===== src/hdl/ndb_pkg.sv =====
package ndb_pkg;

   // peer store geometry
   localparam int NEIGHBORS = 64;
   localparam int MAC_BITS  = 48;
   localparam int IDX_W     = (NEIGHBORS > 1) ? $clog2(NEIGHBORS) : 1;
   localparam int CNT_W     = $clog2(NEIGHBORS + 1);

   // field widths
   localparam int SEC_W  = 12;
   localparam int NS_W   = 30;
   localparam int RND_W  = 16;
   localparam int IP_W   = 64;
   localparam int OCNT_W = 7;

   // channel widths
   localparam int REQ_DATA_W = 192;
   localparam int RSP_DATA_W = 184;
   localparam int CSR_IDX_W  = 4;
   localparam int CSR_DATA_W = 32;

   // register indexes
   localparam logic [CSR_IDX_W-1:0] CSR_BASE_S  = 4'd0;
   localparam logic [CSR_IDX_W-1:0] CSR_BASE_NS = 4'd1;

   // timing constants
   localparam int LIMIT_S       = 3600;
   localparam int DELAY_MAX     = 4095;
   localparam int BASE_S_RESET  = 10;
   localparam int REARM_OFFSET  = 2;

   // remainder unit: one dividend bit per step
   localparam int DIV_STEPS = RND_W;
   localparam int DIV_CNT_W = $clog2(DIV_STEPS + 1);

   typedef enum logic [1:0] {
      MODE_EXPIRY   = 2'd0,
      MODE_ANNOUNCE = 2'd1,
      MODE_DISABLE  = 2'd2,
      MODE_ENABLE   = 2'd3
   } mode_type;

   typedef enum logic [1:0] {
      ST_IDLE,
      ST_WORK,
      ST_FINISH
   } state_type;

   // search token passed along the row of cells
   typedef struct packed {
      logic                valid;
      logic                hit;
      logic [MAC_BITS-1:0] mac;
   } probe_type;

   typedef struct packed {
      logic             start;
      logic [RND_W-1:0] dividend;
      logic [SEC_W-1:0] divisor;
   } div_req_type;

   typedef struct packed {
      logic             busy;
      logic [SEC_W-1:0] rem;
   } div_rsp_type;

   // clamp a seconds value to the 12-bit delay field
   function automatic logic [SEC_W-1:0] sat_delay(input logic [SEC_W:0] d);
      logic [SEC_W-1:0] r;
      if (d > (SEC_W+1)'(DELAY_MAX)) begin
         r = SEC_W'(DELAY_MAX);
      end else begin
         r = d[SEC_W-1:0];
      end
      return r;
   endfunction

endpackage


===== src/hdl/ndb_cell.sv =====
module ndb_cell (
   input  logic                          clock,
   input  logic                          reset,
   input  logic [ndb_pkg::IDX_W-1:0]     cell_idx,
   input  logic [ndb_pkg::CNT_W-1:0]     total,
   input  logic                          wr_en,
   input  logic [ndb_pkg::IDX_W-1:0]     wr_idx,
   input  logic [ndb_pkg::MAC_BITS-1:0]  wr_mac,
   input  ndb_pkg::probe_type            probe_in,
   output ndb_pkg::probe_type            probe_out
);
   import ndb_pkg::*;

   logic [MAC_BITS-1:0] entry_ff;
   logic                valid_ff;
   logic                hit_ff;
   logic [MAC_BITS-1:0] mac_ff;
   logic                match;

   // entry counts only when it lies below the fill count
   assign match = probe_in.valid && (CNT_W'(cell_idx) < total) && (entry_ff == probe_in.mac);

   always_ff @(posedge clock) begin
      if (reset) begin
         valid_ff <= 1'b0;
      end else begin
         valid_ff <= probe_in.valid;
      end
   end

   // token payload moves on every cycle
   always_ff @(posedge clock) begin
      hit_ff <= probe_in.hit | match;
      mac_ff <= probe_in.mac;
   end

   // stored address, written when the fill count points here
   always_ff @(posedge clock) begin
      if (wr_en && (wr_idx == cell_idx)) begin
         entry_ff <= wr_mac;
      end
   end

   assign probe_out = '{valid: valid_ff, hit: hit_ff, mac: mac_ff};

endmodule


===== config.mk =====
export PLATFORM = sky130hd
export DESIGN_NAME = ndb_cell
export DESIGN_NICKNAME = d
export VERILOG_FILES = /design/src/hdl/ndb_pkg.sv /design/src/hdl/ndb_cell.sv
export SDC_FILE = /design/constraint.sdc
export NUM_CORES = 1
export LEC_CHECK = 0
export CELL_PAD_IN_SITES_DETAIL_PLACEMENT = 0
export CELL_PAD_IN_SITES_GLOBAL_PLACEMENT = 2
export CORE_ASPECT_RATIO = 0.7
export CORE_MARGIN = 1.5
export CORE_UTILIZATION = 42
export DETAILED_ROUTE_END_ITERATION = 6
export DONT_BUFFER_PORTS = 1
export PLACE_DENSITY = 0.89
export SLEW_MARGIN = 10
export SYNTH_ARGS = -nofsm -noshare
export SYNTH_HDL_FRONTEND = slang
export SYNTH_SLANG_ARGS = --single-unit

===== constraint.sdc =====
create_clock -name clock -period 19.75 [get_ports clock]
set_input_delay 5.925 -clock clock [delete_from_list [all_inputs] [get_ports clock]]
set_output_delay 5.925 -clock clock [all_outputs]
set_load 0.1 [all_outputs]

Yosys cells after proc, flatten, opt, wreduce, memory -nomap -nowiden
Index checks and enable logic that the tools add are counted.
Word-level totals
  word-level logic and storage cells: 11
  output and inout port bits: 50
  bits of input ports: 120
  register bits: 98
Operators by class
  equal/unequal tests: 2
  bitwise logic cells: 1
  $lt $le $gt $ge: 1
  reduce and logical (&&, ||, !) cells: 3
Operator list (count)
  48-bit == test: 1
  6-bit by 7-bit < comparator with 1-bit output: 1
  6-bit == test: 1
  1-bit logical AND: 3
  1-bit OR: 1

Longest topological paths before layout
  depth in word-level cells: 4
  gate-level depth with buffers: 7
  mapped depth without buffers: 7

Least setup slack after synthesis
No wires, ideal clock.
  kind: input to register
  start: input wr_idx[3] in the netlist's numbering
  end: register entry_ff[0] (enable)
  buffers on the path: 0
  setup time: 573 ps
  data required time: 19177 ps
  setup slack: 8420 ps
  data arrival time: 10757 ps
  stages on the path: 2
  cell sequence: xor2_1 nor4_1
Between the ends
  cells in the longest elaborated chain, start to end: 2
RTL lines
  start, declared: line ndb_cell.sv:7  | input logic [ndb_pkg::IDX_W-1:0] wr_idx,
  6-bit == test: line ndb_cell.sv:39  | if (wr_en && (wr_idx == cell_idx)) begin
  1-bit logical AND: line ndb_cell.sv:39
  end signal, assigned: line ndb_cell.sv:40  | entry_ff <= wr_mac;
  end, declared: line ndb_cell.sv:14  | logic [MAC_BITS-1:0] entry_ff;
No other way between the ends.
A chain may end at the register's enable or synchronous reset.

Worst setup path in the final report
  start: register mac_ff[28]
  end: output probe_out[28] in the netlist's numbering
RTL lines
  start, declared: line ndb_cell.sv:17  | logic [MAC_BITS-1:0] mac_ff;
  start signal, assigned: line ndb_cell.sv:34  | mac_ff <= probe_in.mac;
  end, declared: line ndb_cell.sv:10  | output ndb_pkg::probe_type probe_out
No word-level cell between the ends.

==> summary.md <==
| Metric | Value |
|---|---|
| Fillers | 646 |
| Die X-Extent | 108 um |
| Initial antenna violation count | 1 |
| R2r startpoint | entry_ff[42]$_DFFE_PP_ |
| Drt pass-1 iters | 4 |
| Via Count | 1,494 |
| Slew headroom | 34.6% |
| Clk slew on worst S/H paths | 0.09 ns |
| Initial drt markers | 46 |
| Overall routing resource usage | 14.8% |
| Dominant cells by area after synthesis | edfxtp_1 45%, dfxtp_1 31%, xnor2_1 7.3% |
| Grt ovf | 0 |
| Max Clk Rate | 0.138 GHz |
| Status | finished clean |
| Synth Area per Inst | 16.7 um2 |
| #FFs+latches synth | 98 |
| Avg WL per Cell | 18.9 um |
| Most frequent cells in the layout | 50 x dfxtp_1, 48 x edfxtp_1, 27 x xnor2_1 |
| Initial Util | 43.8% |
| R2R Path End | hit_ff$_DFF_P_ |
| Design Power | 389 uW |
| Synth unique cells | 22 |
| Critical path required time | 13.82 ns |
| Synth top area share | 44.8% |
| Maximum fanout along the worst path | 1 |
| Skew-Pair Late Insertion Delay | 0.35 ns |
| Startpoint Class | flop |
| Routed vias/inst | 4.88 |
| Reg area | 0.00244 mm2 |
| Crit Path Class | flop to output port |
| Slew Limit Fails | 0 |
| Cell leakage power | 0.00123 uW |
| Worst Hold Class | flop to flop |
| Final Hold Vio Count | 0 |
| Yosys warns | 0 |
| Port bufs | 0 |
| Layout cells sized above 1 | 9.13% |
| Top-Level Pins | 170 |
| Crit end category | output port |
| First-pass GRT wire length | 8760 um |
| RSZ-0062 raised after global routing | false |
| Hpwl dp | 4390 um |
| Final TNS setup | 0 ns |
| Maxcap violations | 0 |
| Final setup vio count | 0 |
| Number of global-route vias before repair | 1,699 |
| HP Start | entry_ff[2]$_DFFE_PP_ |
| Post-Synthesis Cells | 193 |
| RD Place Congestion | 0.737 |
| Worst Tran Pin Value | 0.979 ns |
| Largest net degree at the start of global routing | 49 |
| Cell depth of the worst flop-to-flop path | 5 |
| # rows | 26 |
| Htree depth | 3 |
| Hold slack | 0.749 ns |
| Core region area | 0.00735 mm2 |
| # DRC | 0 |
| Post-Syn Area | 0.00322 mm2 |
| Post-route insts no fill | 306 |
| Period utilisation layout | 36.7% |
| CTS buffer count | 9 |
| CTS sink cnt | 98 |
| Overall die height | 76.2 um |
| CTS tree | yes |
| Nets | 328 |
| Hold Path Cell Cnt | 4 |
| Maximum vdd ir drop | 0.0661 mV |
| CTS Hold Buffers Added | 0 |
| Pwr dens | 111 mW/mm2 |
| DRT Wirelength | 5790 um |
| Synth area leader | edfxtp_1 |
| Root Driver | clkbuf_8 |
| Most common cell after layout, fill and taps aside | dfxtp_1 |
| Fin crit period | 7.25 ns |
| Dpl cells | 290 |
| Antenna-violating nets left | 0 |
| Final Skew | 0.00986 ns |
| Syn nets | 318 |
| Clock tree buffer depth | 2 |
| Resize count post-CTS | 0 |
| Diodes inserted | 0 |
| Die ar. | 0.00820 mm2 |
| Post-CTS setup buffer count | 0 |
| Reg2reg setup slack | 18.18 ns |
| Register area share after synthesis | 75.9% |
| Worst Path Arrival | 1.32 ns |
| Worst-case hold path end point | hit_ff$_DFF_P_ |
| Area Growth Syn to Fin | 9.45% |
| Multi-input logic area | 741 um2 |
[Yosys cell counts, drive strengths merged]
library cell,n
dfxtp,50
edfxtp,48
xnor2,27
xor2,25
nand4,8
nor4,8
inv,7
ha,5
a21oi,3
buf,2
a21o,1
a221oi,1
a31o,1
nand2b,1
nand3,1
nand4b,1
nor2b,1
nor4b,1
o21ai,1
o221ai,1
[kinds of logic (layout without fill, tap and decap cells)]
logic type / count (synthesis) / after routing / synth area share (%)
compound gates: 8 / 8 / 1.67
xor+xnor: 52 / 52 / 14.2
fa+ha+maj: 5 / 5 / 1.94
buf+inv: 9 / 24 / 1.28
flops: 98 / 98 / 75.9
simple gates: 21 / 21 / 5.05
[metal layers]
layer	global-route usage (%)	share of wire, %	routed length [um]	vias up
met5	0	0.19	11	-
met4	6.18	1.9	111	2
met3	9.41	13	735	12
met2	22.5	45	2620	107
met1	16.6	40	2310	677
li1	-	-	-	696
[registers in the layout (all words and copies together) (netlist names)]
signal and count:
mac_ff 48, valid_ff 1, entry_ff 48, hit_ff 1
[worst max-delay path by stage]
stage | from | endpoint | slack [ns] | cells past startpoint
2_1_floorplan | wr_idx[3] | entry_ff[0]$_DFFE_PP_ | 8.42 | 2
3_3_place_gp | total[4] | hit_ff$_DFF_P_ | 12.48 | 7
3_5_place_dp | total[4] | hit_ff$_DFF_P_ | 12.41 | 7
4_1_cts | hit_ff$_DFF_P_ | probe_out[48] | 12.47 | 0
5_1_grt | mac_ff[11]$_DFF_P_ | probe_out[11] | 12.45 | 0
6_report | mac_ff[28]$_DFF_P_ | probe_out[28] | 12.50 | 0
[per-stage QoR]
step | worst slack (ns) | instance area [um2] | util, %
after CTS | 12.47 | 3520 | 47.9
final | 12.50 | 3520 | 47.9
after global routing | 12.45 | 3520 | 47.9
after global placement | 12.48 | 3340 | 45.4
after floorplan | 8.42 | 3220 | -
after detailed placement | 12.41 | 3340 | 45.4
[final cells by class]
class | count | share of cell area [%]
inverter | 7 | 0.746
sequential | 98 | 69.3
clock buffer | 12 | 4.44
timing repair buffer | 1 | 0.213
clock inverter | 4 | 0.746
tap | 98 | 3.48
multi-input combinational | 86 | 21.0
[where the power goes]
group          switching (uW)  internal [uW]
Combinational            4.45           5.64
Clock                    64.1           53.4
Sequential               42.2            219
[worst min-delay path, stage by stage (launching register included)]
cell	delay, ns
edfxtp_1	0.35
xnor2_1	0.07
nand4_1	0.08
nor4_2	0.06
a31o_1	0.16
Power figures use the tool's default switching activity.
