<file path="config.mk">
export PLATFORM = sky130hd
export DESIGN_NAME = ndb_rem
export DESIGN_NICKNAME = d
export VERILOG_FILES = /design/src/hdl/ndb_pkg.sv /design/src/hdl/ndb_rem.sv
export SDC_FILE = /design/constraint.sdc
export NUM_CORES = 1
export LEC_CHECK = 0
export ABC_AREA = 1
export BUFFER_PORTS_ARGS = -buffer_cell sky130_fd_sc_hd__buf_2
export CAP_MARGIN = 20
export CORE_ASPECT_RATIO = 1.75
export CORE_UTILIZATION = 55
export CTS_BUF_LIST = sky130_fd_sc_hd__clkbuf_8
export DETAILED_ROUTE_END_ITERATION = 16
export HOLD_SLACK_MARGIN = 0.05
export PLACE_DENSITY = 0.86
export SLEW_MARGIN = 40
export SYNTH_ARGS = -nofsm -noshare
export SYNTH_HDL_FRONTEND = slang
export SYNTH_SLANG_ARGS = --single-unit
</file>
<file path="constraint.sdc">
create_clock -name clock -period 2.36 [get_ports clock]
set_input_delay 0.236 -clock clock [delete_from_list [all_inputs] [get_ports clock]]
set_output_delay 0.236 -clock clock [all_outputs]
set_load 0.1 [all_outputs]
</file>
<file path="src/hdl/ndb_pkg.sv">
package ndb_pkg;

   // peer store geometry
   localparam int NEIGHBORS = 64;
   localparam int MAC_BITS  = 48;
   localparam int IDX_W     = (NEIGHBORS > 1) ? $clog2(NEIGHBORS) : 1;
   localparam int CNT_W     = $clog2(NEIGHBORS + 1);

   // field widths
   localparam int SEC_W  = 12;
   localparam int NS_W   = 30;
   localparam int RND_W  = 16;
   localparam int IP_W   = 64;
   localparam int OCNT_W = 7;

   // channel widths
   localparam int REQ_DATA_W = 192;
   localparam int RSP_DATA_W = 184;
   localparam int CSR_IDX_W  = 4;
   localparam int CSR_DATA_W = 32;

   // register indexes
   localparam logic [CSR_IDX_W-1:0] CSR_BASE_S  = 4'd0;
   localparam logic [CSR_IDX_W-1:0] CSR_BASE_NS = 4'd1;

   // timing constants
   localparam int LIMIT_S       = 3600;
   localparam int DELAY_MAX     = 4095;
   localparam int BASE_S_RESET  = 10;
   localparam int REARM_OFFSET  = 2;

   // remainder unit: one dividend bit per step
   localparam int DIV_STEPS = RND_W;
   localparam int DIV_CNT_W = $clog2(DIV_STEPS + 1);

   typedef enum logic [1:0] {
      MODE_EXPIRY   = 2'd0,
      MODE_ANNOUNCE = 2'd1,
      MODE_DISABLE  = 2'd2,
      MODE_ENABLE   = 2'd3
   } mode_type;

   typedef enum logic [1:0] {
      ST_IDLE,
      ST_WORK,
      ST_FINISH
   } state_type;

   // search token passed along the row of cells
   typedef struct packed {
      logic                valid;
      logic                hit;
      logic [MAC_BITS-1:0] mac;
   } probe_type;

   typedef struct packed {
      logic             start;
      logic [RND_W-1:0] dividend;
      logic [SEC_W-1:0] divisor;
   } div_req_type;

   typedef struct packed {
      logic             busy;
      logic [SEC_W-1:0] rem;
   } div_rsp_type;

   // clamp a seconds value to the 12-bit delay field
   function automatic logic [SEC_W-1:0] sat_delay(input logic [SEC_W:0] d);
      logic [SEC_W-1:0] r;
      if (d > (SEC_W+1)'(DELAY_MAX)) begin
         r = SEC_W'(DELAY_MAX);
      end else begin
         r = d[SEC_W-1:0];
      end
      return r;
   endfunction

endpackage

</file>
<file path="src/hdl/ndb_rem.sv">
module ndb_rem (
   input  logic                 clock,
   input  logic                 reset,
   input  ndb_pkg::div_req_type div_req,
   output ndb_pkg::div_rsp_type div_rsp
);
   import ndb_pkg::*;

   logic [DIV_CNT_W-1:0] count_ff, count_in;
   logic [SEC_W-1:0]     rem_ff, rem_in;
   logic [RND_W-1:0]     quo_ff, quo_in;
   logic [SEC_W-1:0]     divisor_ff, divisor_in;
   logic [SEC_W:0]       trial;
   logic [SEC_W-1:0]     step_rem;

   // restoring step: shift in next dividend bit, subtract if it fits
   always_comb begin
      trial = {rem_ff, quo_ff[RND_W-1]};
      if (trial >= {1'b0, divisor_ff}) begin
         step_rem = SEC_W'(trial - {1'b0, divisor_ff});
      end else begin
         step_rem = trial[SEC_W-1:0];
      end
   end

   always_comb begin
      count_in   = count_ff;
      rem_in     = rem_ff;
      quo_in     = quo_ff;
      divisor_in = divisor_ff;
      if (div_req.start) begin
         count_in   = DIV_CNT_W'(DIV_STEPS);
         rem_in     = '0;
         quo_in     = div_req.dividend;
         divisor_in = div_req.divisor;
      end else if (count_ff != '0) begin
         count_in = count_ff - 1'b1;
         rem_in   = step_rem;
         quo_in   = {quo_ff[RND_W-2:0], 1'b0};
      end
   end

   always_ff @(posedge clock) begin
      if (reset) begin
         count_ff <= '0;
      end else begin
         count_ff <= count_in;
      end
   end

   always_ff @(posedge clock) begin
      rem_ff     <= rem_in;
      quo_ff     <= quo_in;
      divisor_ff <= divisor_in;
   end

   assign div_rsp = '{busy: (count_ff != '0), rem: rem_ff};

endmodule

</file>
---- Yosys cells after proc, flatten, opt, wreduce, memory -nomap -nowiden ----
Index checks and enable logic that the tools add are counted.
word-level totals
  bits in writable memories ............... 0
  memories ................................ 0
  bits in latches ......................... 0
  memory bits (read-only) ................. 0
  output and inout bits ................... 13
  register bits ........................... 45
  logic and storage cells ................. 16
cells by class
  equality and inequality tests ........... 0
  bitwise gates (word level) .............. 0
  multiply operators ...................... 0
  multiplexer cells ....................... 5
  reduce and logical (&&, ||, !) cells .... 3
  div/mod/pow operators ................... 0
  add/sub/neg operators ................... 2
  shift operators ......................... 0
  magnitude comparators ................... 1
operators with widths
  cell                                               number
  2-to-1 mux 16 bit                                  2
  >= comparator 13 x 12 -> 1 bit                     1
  2-to-1 mux 12 bit                                  1
  subtractor 12 bit                                  1
  2-to-1 mux 5 bit                                   2
  nonzero test 5 bit                                 1
  subtractor 5 x 1 -> 5 bit (second input constant)  1
  nonzero test 2 bit                                 1
  OR reduction 2 bit                                 1

---- Longest topological paths before layout ----
  word-level depth ........................ 3
  mapped depth ............................ 12
  depth with buffers taken out ............ 12

---- Least setup slack after synthesis ----
No wires, ideal clock.
  path type ............................... register -> register
  start ................................... register rem_ff[7]
  end ..................................... register rem_ff[8]
  cell stages (with the launch flop) ...... 11
  clock period less this slack ............ 2.365 ns
  data required time ...................... 2.245 ns
  data arrival time ....................... 2.250 ns
  library setup time ...................... 0.115 ns
  slack ................................... -0.005 ns
  cells stage by stage .................... dfxtp_1 -> ha_1 -> nand2_2 -> inv_1 -> nand2_1 -> nand2_2 -> a21oi_4 -> buf_2 -> nand4_1 -> nand3_2 -> nand2_2
on the way
  cells in the longest elaborated chain, start to end .. 2
  elaborated cells on any way between the ends .. 3
  those cells by class .................... 1 x add/sub; 1 x order compare; 1 x mux
ends and longest elaborated chain
  element                                                                     RTL line                      text
  start, declared                                                             ndb_rem.sv:10                 logic [SEC_W-1:0] rem_ff, rem_in;
  start signal, assigned                                                      ndb_rem.sv:52                 rem_ff <= rem_in;
  subtractor 12 bit / >= comparator 13 x 12 -> 1 bit (equally long branches)  ndb_rem.sv:20, ndb_rem.sv:19
  2-to-1 mux 12 bit *                                                         ndb_rem.sv:19                 if (trial >= {1'b0, divisor_ff}) begin
Every way passes the cells marked *; elsewhere a longest branch is shown, timed or not.
A chain may end at the register's enable or synchronous reset.

---- Worst setup path in the final report ----
  start ................................... register rem_ff[3]
  end ..................................... register rem_ff[0]
on the way
  cells in the longest elaborated chain, start to end .. 2
ends and longest elaborated chain
  element                         RTL line
  >= comparator 13 x 12 -> 1 bit  ndb_rem.sv:19
  2-to-1 mux 12 bit               ndb_rem.sv:19
No other way between the ends.

==> impl_results.md <==
- Final Core Density: around 64%
- Most common cell after layout, fill and taps aside: sky130_fd_sc_hd__nand2_1
- Worst relative slew slack: around three fifths
- Placed cell count: 439
- CP max stage delay: 0.38 ns
- RD Place Congestion: ~0.91
- Run status: completed
- Vias: between 2000 and 2500
- Largest net degree at the start of global routing: 26
- Worst vdd ir: 0.000766 V
- Post-CTS setup repair buffer count: 0
- Quantity of gates resized following cts: 0
- Area growth from synthesis to final layout: 13.1%
- Syn Nets: 391
- Worst setup SP type: register
- Clock latency of the later-clocked register in the worst-skew pair: 0.30 ns
- Share of post-route cells with drive strength above 1: around 25%
- Overall global routing resource usage: 24.4%
- Critical path data required time: 2.59 ns
- Post-route DRC violation count: 0
- Chain of cells forming the critical path: ha_1 > nand2_1 > nand2_1 > inv_1 > nand3_2 > nand2_4 > nand3_4 > nand2_1 > nand2_1 > o21ai_0
- Number of max-slew violations in the final report: 0
- Dpl hpwl: 4.69 mm
- Total wirelength of the detailed-routed design: between 6 and 7 mm
- Type of element capturing the critical path: register
- Standard-cell row count: 34
- Setup_tns: 0 ns
- Setup CP Type: register to register
- # hold bufs at CTS: 0
- Post-Route Skew: 0.00841 ns
- Yosys cell types: 30
- Total die area: 5380 µm²
- Initial core utilization: between 50% and 60%
- Num Clock Sinks: 45
- Critical path arrival: ~2.3 ns
- Count of synthesis-stage warnings from yosys: 0
- Power per standard cell area: around 900 nW/µm²
- Total iterations of the first detailed-routing run: 6
- Initial antenna violation count: 0
- Average detailed-routed wire length per instance: roughly 14 µm
- Slowest library cell on the worst path: sky130_fd_sc_hd__ha_1
- CP max FO: 13
- Count of final hold-check violations: 0
- Post-synthesis register bit count: 45
- Fin cells: 447
- Class of the tightest hold or removal check: input pin to register
- Fin crit period: 2.04 ns
- Number of nets still failing antenna checks after routing: 0
- Top achievable clock speed: between 400 and 500 MHz
- Number of failing setup endpoints in the final timing report: 0
- Most frequent cells in the layout: sky130_fd_sc_hd__nand2_1 (117), sky130_fd_sc_hd__inv_1 (55), sky130_fd_sc_hd__buf_2 (43)
- Global-route wire length before repair: 9.99 mm
- Synthesized netlist cell count: 346
- Tcrit/Tclk final: between 80 and 90%
- Number of H-tree branching levels: 2
- Number of buffers on the longest clock path: 2
- RSZ-0062 raised after global routing: false
- Via count of the first global-routing pass: 2424
- Number of antenna diodes: 0
- Die Height: 96.3 µm
- Post-synthesis average cell area: 8.08 µm²
- Top-Level Pins: 44
- Die width: 55.9 µm
- Grt total ovfl: 0
- Clock root buffer: sky130_fd_sc_hd__clkbuf_8
- Top FF cell, synth: sky130_fd_sc_hd__edfxtp_1
- Number of maximum-capacitance violations: 0
- Drt initial violations: 96
- Via density per instance: about 5.4
- Share of the yosys chip area belonging to registers: 42.2%
- Core region area: 4930 µm²
- Static leakage: 1.65 nW
- Slew at the pin closest to its max-slew limit: 0.591 ns
- CTS clock-pin slew for the worst setup and hold paths: 0.09 ns
- TritonCTS clock tree: built
- Critical path's most frequent cell: sky130_fd_sc_hd__nand2_1
- Count of input and output buffers: 43
- Clock buffers created by TritonCTS: 5
- Net count, final: 437
- Share of synthesized flip-flops with an asynchronous set or reset: 0%
- Number of enable-type register cells in the synthesized netlist: 28
- Synthesized area: 2800 µm²
-- where the power goes --
group          switching (mW)  internal, mW  total [mW]
sequential             0.0681         0.969        1.04
combinational           0.870         0.326        1.20
clock                   0.268         0.421       0.689
-- final timing paths --
kind / start / endpoint / slack (ns) / cells after the start
setup reg to reg: rem_ff[3] / rem_ff[0] / 0.32 / 10
hold reg to reg: rem_ff[7] / rem_ff[7] / 0.49 / 2
setup / recovery: rem_ff[3] / rem_ff[0] / 0.32 / 10
hold / removal: div_req[8] / divisor_ff[8] / 0.10 / 1
-- logic make-up (layout without fill, tap and decap cells) --
kind of cell    Yosys count  in the layout  share of synthesized area (%)
simple gates            201            201                           35.6
buf+inv                  69            116                           11.3
flops                    45             45                           42.2
fa+ha+maj                14             14                           6.53
compound gates           10             10                           2.19
xor+xnor                  7              7                           2.19
-- sequential cells by signal (all words and copies together), names as in the netlist --
name	cells
divisor_ff	12
rem_ff	12
quo_ff	16
count_ff	5
-- area by class of cell --
type                            instances  area (µm²)
Fill cell                             422        1770
Timing Repair Buffer                   48         253
Inverter                               60         225
Clock inverter                          3        65.1
Clock buffer                            5        68.8
Multi-Input combinational cell        232        1300
Tap cell                               54        67.6
Sequential cell                        45        1180
-- metal layers --
layer | global-route usage, % | vias to the layer above | routed length, µm
met4 | 15.9 | 0 | 316
met5 | 0 | - | 0
met2 | 47.2 | 84 | 3320
met1 | 23.3 | 1126 | 2180
met3 | 4.44 | 29 | 272
li1 | - | 1192 | -
-- stage by stage --
stage	instance area (µm²)	hold WS, ns	total power [mW]	worst slack, ns
6_report	3160	0.101	2.92	0.319
5_1_grt	3160	0.0953	3.08	0.169
4_1_cts	3160	0.0963	2.93	0.361
3_5_place_dp	3030	0.415	2.24	0.378
3_3_place_gp	3030	0.413	2.21	0.422
2_1_floorplan	2800	0.305	2.02	0.00414
-- critical path: cells and delay by family (launching register included) --
| kind | cells | cell delay, ns |
|---|---|---|
| AND/OR/NAND/NOR | 7 | 0.97 |
| adder cells (fa/ha/maj) | 1 | 0.38 |
| flip-flops | 1 | 0.35 |
| AO/OA/AOI/OAI | 1 | 0.16 |
| buffers and inverters | 1 | 0.11 |
-- synth_stat cells, types with 6 or more instances --
cell                         n  area share (%)
sky130_fd_sc_hd__ha_1       13             5.8
sky130_fd_sc_hd__a21oi_1     6             1.1
sky130_fd_sc_hd__xnor2_1     6             1.9
sky130_fd_sc_hd__nand4_1    15             3.4
sky130_fd_sc_hd__nor2_1     12             1.6
sky130_fd_sc_hd__nand2_2    15             3.4
sky130_fd_sc_hd__nand2_1   117              16
sky130_fd_sc_hd__dfxtp_1    17              12
sky130_fd_sc_hd__edfxtp_1   28              30
sky130_fd_sc_hd__nand3_2    12             4.3
sky130_fd_sc_hd__nand3_1    18             3.2
sky130_fd_sc_hd__inv_1      55             7.4
(Power assumes the default switching activity.)
